$ cat config.mk
export PLATFORM = sky130hd
export DESIGN_NAME = scancode_set1_to_ascii_unit
export DESIGN_NICKNAME = d
export VERILOG_FILES = /design/src/design/scs1a_pkg.sv /design/src/design/scs1a_decode.sv /design/src/design/scancode_set1_to_ascii_unit.sv
export SDC_FILE = /design/constraint.sdc
export NUM_CORES = 1
export LEC_CHECK = 0
export ABC_AREA = 1
export BUFFER_PORTS_ARGS = -buffer_cell sky130_fd_sc_hd__buf_2
export CAP_MARGIN = 5
export CORE_MARGIN = 5
export CORE_UTILIZATION = 63
export DETAILED_ROUTE_END_ITERATION = 10
export PLACE_DENSITY = 0.83
export SKIP_LAST_GASP = 1
export SLEW_MARGIN = 10
export SYNTH_ARGS = -nofsm -noshare
export SYNTH_HDL_FRONTEND = slang
export SYNTH_SLANG_ARGS = --single-unit
$ cat constraint.sdc
create_clock -name clk_i -period 4.1 [get_ports clk_i]
set_input_delay 1.23 -clock clk_i [delete_from_list [all_inputs] [get_ports clk_i]]
set_output_delay 1.23 -clock clk_i [all_outputs]
set_load 0.01 [all_outputs]
$ cat src/design/scs1a_pkg.sv
`timescale 1ns / 1ps
// ----------------------------------------------------------------------------
// Scan code set 1 decoder package
// Codes, lookup tables and shared types for the set 1 scan code decoder.
// ----------------------------------------------------------------------------
package scs1a_pkg;

  localparam logic [7:0] CodePrefix   = 8'hE0;
  localparam logic [6:0] CodeLShift   = 7'h2A;
  localparam logic [6:0] CodeRShift   = 7'h36;
  localparam logic [7:0] CodePageUp   = 8'h49;
  localparam logic [7:0] CodePageDown = 8'h51;
  localparam logic [5:0] MapSize      = 6'h3A;

  typedef enum logic [1:0] {
    PAGE_NONE = 2'd0,
    PAGE_UP   = 2'd1,
    PAGE_DOWN = 2'd2
  } page_e;

  typedef struct packed {
    logic       char_valid;
    logic [6:0] char_code;
    page_e      page_request;
    logic       shift_d;
    logic       prefix_d;
  } decode_t;

  function automatic logic [6:0] plain_char(input logic [5:0] idx);
    logic [6:0] ch;
    unique case (idx)
      6'h01:   ch = 7'h1B;
      6'h02:   ch = 7'h31;
      6'h03:   ch = 7'h32;
      6'h04:   ch = 7'h33;
      6'h05:   ch = 7'h34;
      6'h06:   ch = 7'h35;
      6'h07:   ch = 7'h36;
      6'h08:   ch = 7'h37;
      6'h09:   ch = 7'h38;
      6'h0A:   ch = 7'h39;
      6'h0B:   ch = 7'h30;
      6'h0C:   ch = 7'h2D;
      6'h0E:   ch = 7'h08;
      6'h10:   ch = 7'h71;
      6'h11:   ch = 7'h77;
      6'h12:   ch = 7'h65;
      6'h13:   ch = 7'h72;
      6'h14:   ch = 7'h74;
      6'h15:   ch = 7'h79;
      6'h16:   ch = 7'h75;
      6'h17:   ch = 7'h69;
      6'h18:   ch = 7'h6F;
      6'h19:   ch = 7'h70;
      6'h1C:   ch = 7'h0A;
      6'h1E:   ch = 7'h61;
      6'h1F:   ch = 7'h73;
      6'h20:   ch = 7'h64;
      6'h21:   ch = 7'h66;
      6'h22:   ch = 7'h67;
      6'h23:   ch = 7'h68;
      6'h24:   ch = 7'h6A;
      6'h25:   ch = 7'h6B;
      6'h26:   ch = 7'h6C;
      6'h2C:   ch = 7'h7A;
      6'h2D:   ch = 7'h78;
      6'h2E:   ch = 7'h63;
      6'h2F:   ch = 7'h76;
      6'h30:   ch = 7'h62;
      6'h31:   ch = 7'h6E;
      6'h32:   ch = 7'h6D;
      6'h34:   ch = 7'h2E;
      6'h39:   ch = 7'h20;
      default: ch = 7'h00;
    endcase
    return ch;
  endfunction

  function automatic logic [6:0] shifted_char(input logic [5:0] idx);
    logic [6:0] ch;
    unique case (idx)
      6'h01:   ch = 7'h1B;
      6'h02:   ch = 7'h21;
      6'h03:   ch = 7'h40;
      6'h04:   ch = 7'h23;
      6'h05:   ch = 7'h24;
      6'h06:   ch = 7'h25;
      6'h07:   ch = 7'h5E;
      6'h08:   ch = 7'h26;
      6'h09:   ch = 7'h2A;
      6'h0A:   ch = 7'h28;
      6'h0B:   ch = 7'h29;
      6'h0C:   ch = 7'h5F;
      6'h0E:   ch = 7'h08;
      6'h10:   ch = 7'h51;
      6'h11:   ch = 7'h57;
      6'h12:   ch = 7'h45;
      6'h13:   ch = 7'h52;
      6'h14:   ch = 7'h54;
      6'h15:   ch = 7'h59;
      6'h16:   ch = 7'h55;
      6'h17:   ch = 7'h49;
      6'h18:   ch = 7'h4F;
      6'h19:   ch = 7'h50;
      6'h1C:   ch = 7'h0A;
      6'h1E:   ch = 7'h41;
      6'h1F:   ch = 7'h53;
      6'h20:   ch = 7'h44;
      6'h21:   ch = 7'h46;
      6'h22:   ch = 7'h47;
      6'h23:   ch = 7'h48;
      6'h24:   ch = 7'h4A;
      6'h25:   ch = 7'h4B;
      6'h26:   ch = 7'h4C;
      6'h2C:   ch = 7'h5A;
      6'h2D:   ch = 7'h58;
      6'h2E:   ch = 7'h43;
      6'h2F:   ch = 7'h56;
      6'h30:   ch = 7'h42;
      6'h31:   ch = 7'h4E;
      6'h32:   ch = 7'h4D;
      6'h34:   ch = 7'h3E;
      6'h39:   ch = 7'h20;
      default: ch = 7'h00;
    endcase
    return ch;
  endfunction

endpackage

$ cat src/design/scs1a_decode.sv
`timescale 1ns / 1ps
// ----------------------------------------------------------------------------
// Scan code set 1 byte decoder
// Decodes one scan byte against the current shift and prefix flags and gives
// the result fields together with the next values of both flags.
// ----------------------------------------------------------------------------
module scs1a_decode import scs1a_pkg::*; (
  input  logic [7:0] scan_byte_i,
  input  logic       shift_i,
  input  logic       prefix_i,
  output decode_t    dec_o
);

  logic [6:0] ch;
  page_e      page;
  logic       shift_d;
  logic       prefix_d;

  always_comb begin
    ch       = 7'h00;
    page     = PAGE_NONE;
    shift_d  = shift_i;
    prefix_d = prefix_i;
    priority if (scan_byte_i == CodePrefix) begin
      prefix_d = 1'b1;
    end else if (prefix_i) begin
      prefix_d = 1'b0;
      if (scan_byte_i == CodePageUp) begin
        page = PAGE_UP;
      end else if (scan_byte_i == CodePageDown) begin
        page = PAGE_DOWN;
      end
    end else if (scan_byte_i[7]) begin
      if (scan_byte_i[6:0] == CodeLShift || scan_byte_i[6:0] == CodeRShift) begin
        shift_d = 1'b0;
      end
    end else if (scan_byte_i[6:0] == CodeLShift || scan_byte_i[6:0] == CodeRShift) begin
      shift_d = 1'b1;
    end else begin
      if (scan_byte_i[6] == 1'b0 && scan_byte_i[5:0] < MapSize) begin
        ch = shift_i ? shifted_char(scan_byte_i[5:0]) : plain_char(scan_byte_i[5:0]);
      end
    end
  end

  assign dec_o.char_valid   = (ch != 7'h00);
  assign dec_o.char_code    = ch;
  assign dec_o.page_request = page;
  assign dec_o.shift_d      = shift_d;
  assign dec_o.prefix_d     = prefix_d;

endmodule

$ cat src/design/scancode_set1_to_ascii_unit.sv
`timescale 1ns / 1ps
// ----------------------------------------------------------------------------
// Scan code set 1 to ASCII unit
// Turns received keyboard scan bytes into ASCII characters and page requests.
// ----------------------------------------------------------------------------
// The unit takes one scan byte per cycle when in_stall_o is low and gives
// exactly one result item for each byte. Each byte is held in the input
// register and then in the result register, with the table lookup and flag
// update in between. The shift and prefix flags are updated as each item moves
// into the result register, so consecutive bytes decode in order at full rate.
// A stalled output holds its item while the input register still accepts one
// further byte.
module scancode_set1_to_ascii_unit import scs1a_pkg::*; (
  input  logic       clk_i,
  input  logic       rst_ni,
  input  logic       in_valid_i,
  output logic       in_stall_o,
  input  logic [7:0] scan_byte_i,
  output logic       out_valid_o,
  input  logic       out_stall_i,
  output logic       char_valid_o,
  output logic [6:0] char_code_o,
  output logic [1:0] page_request_o
);

  logic       in_valid_q;
  logic [7:0] scan_byte_q;
  logic       out_valid_q;
  logic       char_valid_q;
  logic [6:0] char_code_q;
  logic [1:0] page_request_q;
  logic       shift_q;
  logic       prefix_q;
  logic       advance;
  logic       load;
  decode_t    dec;

  scs1a_decode u_decode (
    .scan_byte_i (scan_byte_q),
    .shift_i     (shift_q),
    .prefix_i    (prefix_q),
    .dec_o       (dec)
  );

  assign advance    = in_valid_q && (!out_valid_q || !out_stall_i);
  assign in_stall_o = in_valid_q && !advance;
  assign load       = in_valid_i && !in_stall_o;

  always_ff @(posedge clk_i or negedge rst_ni) begin
    if (!rst_ni) begin
      in_valid_q  <= 1'b0;
      out_valid_q <= 1'b0;
      shift_q     <= 1'b0;
      prefix_q    <= 1'b0;
    end else begin
      if (load) begin
        in_valid_q <= 1'b1;
      end else if (advance) begin
        in_valid_q <= 1'b0;
      end
      if (advance) begin
        out_valid_q <= 1'b1;
        shift_q     <= dec.shift_d;
        prefix_q    <= dec.prefix_d;
      end else if (!out_stall_i) begin
        out_valid_q <= 1'b0;
      end
    end
  end

  always_ff @(posedge clk_i) begin
    if (load) begin
      scan_byte_q <= scan_byte_i;
    end
    if (advance) begin
      char_valid_q   <= dec.char_valid;
      char_code_q    <= dec.char_code;
      page_request_q <= dec.page_request;
    end
  end

  assign out_valid_o    = out_valid_q;
  assign char_valid_o   = char_valid_q;
  assign char_code_o    = char_code_q;
  assign page_request_o = page_request_q;

endmodule

Word-level counts from Yosys, hierarchy flattened --
Memory sizes are Yosys's and may differ from the RTL's. A register that Yosys moved wholly into a read port is not among the register bits. Cells that the tools add are included.
Storage, ports and cells: flip-flop bits (word level) 22, ROM bits 896, input bits 12, output and inout port bits 12, logic and storage cells 54, memories 2
Memory list:
- (no name shown) | words 64, width 7, rd ports 1, clocked after Yosys merged registers in 1, wr ports 0, RTL line scs1a_pkg.sv:81 | unique case (idx)
- (no name shown) | words 64, width 7, rd ports 1, clocked after Yosys merged registers in 1, wr ports 0, RTL line scs1a_pkg.sv:31 | unique case (idx)
Cells by class: $lt $le $gt $ge 1, equal/unequal tests 6, mux-type cells 18, bitwise logic cells 3, reduce and logical (&&, ||, !) cells 15
Operators by type and width (count):
- 7-bit 2-to-1 mux | 6
- 8-bit by 7-bit equality test with 1-bit output (second input constant) | 2
- 7-bit by 6-bit equality test with 1-bit output (second input constant) | 2
- 6-bit 2-to-1 mux | 2
- 1-bit 2-to-1 mux | 9
- 8-bit equality test (second input constant) | 1
- 7-bit nonzero test | 1
- 6-bit less-than comparator (second input constant) | 1
- 1-bit logical AND | 4
- 1-bit zero test | 4
- 4-bit AND reduction | 1
- 1-bit NOT | 3
- 3-bit OR reduction | 1
- 1-bit logical OR | 2
- 2-bit 2-to-1 mux | 1
- 2-bit by 1-bit inequality test with 1-bit output (second input constant) | 1
- 2-bit nonzero test | 1
- 2-bit OR reduction | 1

Depth between registers and ports, before layout --
depth after elaboration 8, depth in mapped cells 16, mapped depth without buffers 15

Hierarchy --
From an unflattened synthesis, not the netlist that was laid out.
Unflattened totals: cells, all modules 260, area, all modules 1815.5 µm²
Modules (own cells, without submodules):
- scs1a_decode | instances 1, cells an instance 223, area each 1104.8 µm², sequential area each 0.0 µm²
- scancode_set1_to_ascii_unit | instances 1, cells an instance 37, area each 710.7 µm², sequential area each 640.6 µm²

Least setup slack after synthesis --
No wires, ideal clock.
path kind input port to flip-flop, start point input port in_valid_i, end point register (tool-made name), library setup time 0.058 ns, arrival time 2.778 ns, required time 4.042 ns, setup slack 1.264 ns, stages on the path 16, buffers on the path 2, cells stage by stage buf_2 > nand2_4 > buf_8 > nand2_1 > nand2_1 > inv_1 > ha_1 > inv_1 > nand3_1 > nand2_1 > nand2_1 > nand2_1 > nand2_1 > nand2_1 > nand2_1 > nand2_1
RTL lines:
- start, declared | RTL line scancode_set1_to_ascii_unit.sv:16 | input logic in_valid_i,

Worst setup path after layout --
start point input port out_stall_i, end point output port in_stall_o
On the way: cells in the longest elaborated chain, start to end 5
RTL lines:
- start, declared | RTL line scancode_set1_to_ascii_unit.sv:20 | input logic out_stall_i,
- 1-bit zero test
- 1-bit logical OR | RTL line scancode_set1_to_ascii_unit.sv:45 | assign advance = in_valid_q && (!out_valid_q || !out_stall_i);
- 1-bit logical AND | RTL line scancode_set1_to_ascii_unit.sv:45
- 1-bit zero test | RTL line scancode_set1_to_ascii_unit.sv:46 | assign in_stall_o = in_valid_q && !advance;
- 1-bit logical AND | RTL line scancode_set1_to_ascii_unit.sv:46
- end, declared | RTL line scancode_set1_to_ascii_unit.sv:17 | output logic in_stall_o,
Every way passes these cells.

==> metrics <==
outcome=complete, no violations; DPL Wire Length=3830 microns; kind of critical path=primary input to primary output; final cycle utilization of the critical path=71.5%; detailed-route wire length per cell=13.7 microns; ANT nets after route=0; syn_area_per_cell=7.84 sq um; setup repair after global routing missed its margin=no; sequential fraction of the synthesis area=39.6%; remaining global-route overflow=0; Fmax achieved=0.341 GHz; clock latency at the later pin of the worst-skew pair=0.33 ns; number of vias per cell=5.44; crit-path cells=buf_2 -> nand3_4 -> inv_1 -> buf_2; Net Count, Synth=311; Max Cap Viol=0; Clock Tree Buf Depth=2; Die Ht=70.1 microns; worst path bufs/invs=3; count of flip-flops with a built-in enable after synthesis=18; Top FF cell, synth=sky130_fd_sc_hd__edfxtp_1; Setup violations, final=0; maximum fanout along the worst path=10; setup skew after layout=0.00568 ns; count of unique library cells instantiated by Yosys=31; Reg power frac=48.4%; number of hold-repair buffers added at the cts stage=0; time the final worst path needs with I/O delays and setup=2.93 ns; data required time at the worst endpoint=2.87 ns; top cells by count, synth=94 x sky130_fd_sc_hd__nand2_1, 40 x sky130_fd_sc_hd__nand3_1, 26 x sky130_fd_sc_hd__inv_1, 18 x sky130_fd_sc_hd__edfxtp_1; cells taking the most area after synthesis=sky130_fd_sc_hd__edfxtp_1 24%, sky130_fd_sc_hd__nand2_1 16%, sky130_fd_sc_hd__dfxtp_1 11%; Net Switching=0.334 mW; number of top-level pins=24; register bit count reported by yosys=35; Port-buffer cells=23; switch share=35.6%; maximum number of pins on one net before global-route repair=22; worst stage delay on the critical path=0.15 ns; most numerous cell in the Yosys netlist=sky130_fd_sc_hd__nand2_1; share of flip-flops with an asynchronous set or reset=11.4%; number of cells in the finished layout apart from fillers=359; number of buffers created by CTS=5; Arrival @ worst endpoint=1.70 ns; count of pins over their slew limit=0; depth of the worst hold-timing path=2; endpoints failing hold=0; ratio of cells with drive above 1 in the final layout=18.5%; First-pass DRT Iterations=5; Starting Density=66.6%; antenna violations before repair=0; area share of the largest cell type after synthesis=23.8%; number of diodes added for antenna fixing=0; number of standard cells after synthesis=290; pwr dens=388 mW/mm^2; dpl cells=351; total via count after detailed routing=1,953; Top delay family on crit path=buffers and inverters; Area growth, synth to finish=6.55%; Total Die Area=0.00491 sq mm; residual DRC count=0; standard cell core area=0.00342 sq mm; wire length after detailed routing=4940 microns; slowest CP cell=sky130_fd_sc_hd__nand3_4; number of setup buffers added after CTS=0; Most Frequent Cell on Critical Path=sky130_fd_sc_hd__buf_2; kind of launch point of the worst setup path=primary input; power consumption=0.940 mW; Hold WC Path Type=flip-flop to flip-flop; critical path capture point type=primary output; Gates resized, CTS repair=0; Worst-path clk slew=0.10 ns; leakage=1.24 nW; sum of negative setup slack=0 ns; number of stages on the worst setup path=4; CTS Root Cell=sky130_fd_sc_hd__clkbuf_4; vias in the first global route=1,852; routability congestion estimate=0.926; Worst Reg-to-Reg Cells=15; IR drop worst, VDD=0.218 mV; actual transition at the worst max-transition pin=0.394 ns; leading area contributor after synthesis=sky130_fd_sc_hd__edfxtp_1; proportion of power drawn by combinational gates=33.2%; part of the power in the clock network=18.4%; CTS sink cnt=35; number of DRC markers in iteration 0=158; Slew HR=73.5%; TritonCTS clock tree=yes; Yosys warnings=0; wire length of the first global-routing pass=8450 microns; GRT Resource Usage Total=21.2%; Die Wd=70.1 microns; nets=333; P_int=0.605 mW; area of the mapped netlist=0.00227 sq mm; depth of the CTS H-tree=2; count of standard-cell rows=21
-- metal layers --
layer  GRT usage (%)  vias up  part of all wire (%)
met3            2.73        9                   7.6
met2            36.1       92                    48
met5               0        -                     0
met1            27.6      853                    43
li1                -      999                     -
met4            7.23        0                   1.5
-- tightest hold or removal path, cell delays in order (launching register included) --
cell and delay, ns:
sky130_fd_sc_hd__dfrtp_1 0.37, sky130_fd_sc_hd__nand2_1 0.05, sky130_fd_sc_hd__o21ai_0 0.06
-- area by class of cell --
| class | instances | area, sq um |
|---|---|---|
| Sequential cell | 35 | 901 |
| Fill cell | 288 | 992 |
| Clock inverter | 3 | 15.0 |
| Multi-Input combinational cell | 220 | 1200 |
| Timing Repair Buffer | 23 | 115 |
| Inverter | 27 | 101 |
| Clock buffer | 5 | 37.5 |
| Tap cell | 46 | 57.6 |
-- cell families after synthesis --
logic type               after synthesis  share of synthesized area [%]
AO/OA/AOI/OAI                         21                           5.45
adder cells (fa/ha/maj)                9                           4.95
buffers and inverters                 35                           7.81
flip-flops                            35                           39.6
multiplexers                           6                           2.97
AND/OR/NAND/NOR                      184                           39.2
-- cells in the final DEF, fill, tap and decap left out --
cell / instances
sky130_fd_sc_hd__nand2_1: 94
sky130_fd_sc_hd__nand4_1: 2
sky130_fd_sc_hd__inv_1: 26
sky130_fd_sc_hd__clkinv_2: 3
sky130_fd_sc_hd__dfrtp_1: 4
sky130_fd_sc_hd__nor3_1: 3
sky130_fd_sc_hd__mux2_2: 6
sky130_fd_sc_hd__a21boi_0: 1
sky130_fd_sc_hd__o31ai_1: 1
sky130_fd_sc_hd__edfxtp_1: 18
sky130_fd_sc_hd__nand3_2: 2
sky130_fd_sc_hd__nand3_4: 1
sky130_fd_sc_hd__nor2_1: 13
sky130_fd_sc_hd__nand3b_1: 4
sky130_fd_sc_hd__dfxtp_1: 13
sky130_fd_sc_hd__nand2_2: 8
sky130_fd_sc_hd__nand3_1: 40
sky130_fd_sc_hd__nor2_2: 2
sky130_fd_sc_hd__clkbuf_4: 5
sky130_fd_sc_hd__buf_2: 23
sky130_fd_sc_hd__o211ai_1: 1
sky130_fd_sc_hd__ha_1: 9
sky130_fd_sc_hd__inv_2: 1
sky130_fd_sc_hd__a21oi_1: 8
sky130_fd_sc_hd__nor4_1: 2
sky130_fd_sc_hd__nand2_4: 6
sky130_fd_sc_hd__nor3b_1: 7
sky130_fd_sc_hd__o21ai_4: 1
sky130_fd_sc_hd__o21ai_0: 9
-- worst paths after layout --
| check | to | slack (ns) | start |
|---|---|---|---|
| min in group asynchronous | out_valid_o | 0.69 | rst_ni |
| max in group asynchronous | shift_q | 3.30 | rst_ni |
| worst max register to register | flip-flop | 1.82 | out_valid_o |
| worst max-delay path | in_stall_o | 1.17 | out_stall_i |
| worst min register to register | prefix_q | 0.50 | prefix_q |
| worst min-delay path | prefix_q | 0.50 | prefix_q |
-- metrics by stage --
| stage | instance area [sq um] | setup WS (ns) | util [%] | hold WS [ns] |
|---|---|---|---|---|
| global placement | 2370 | 1.00 | 69.4 | 0.467 |
| detailed placement | 2370 | 0.916 | 69.4 | 0.478 |
| CTS | 2420 | 1.17 | 71.0 | 0.502 |
| finish | 2420 | 1.17 | 71.0 | 0.505 |
| global route | 2420 | 0.993 | 71.0 | 0.540 |
| floorplan | 2270 | 1.26 | - | 0.443 |
-- power groups by stage --
stage / clock network (mW) / logic, mW / registers [mW]
6_report: 0.172 / 0.312 / 0.455
5_1_grt: 0.193 / 0.349 / 0.462
3_5_place_dp: 0 / 0.306 / 0.464
2_1_floorplan: 0 / 0.242 / 0.462
4_1_cts: 0.178 / 0.308 / 0.456
3_3_place_gp: 0 / 0.305 / 0.462
Power figures use the tool's default switching activity.
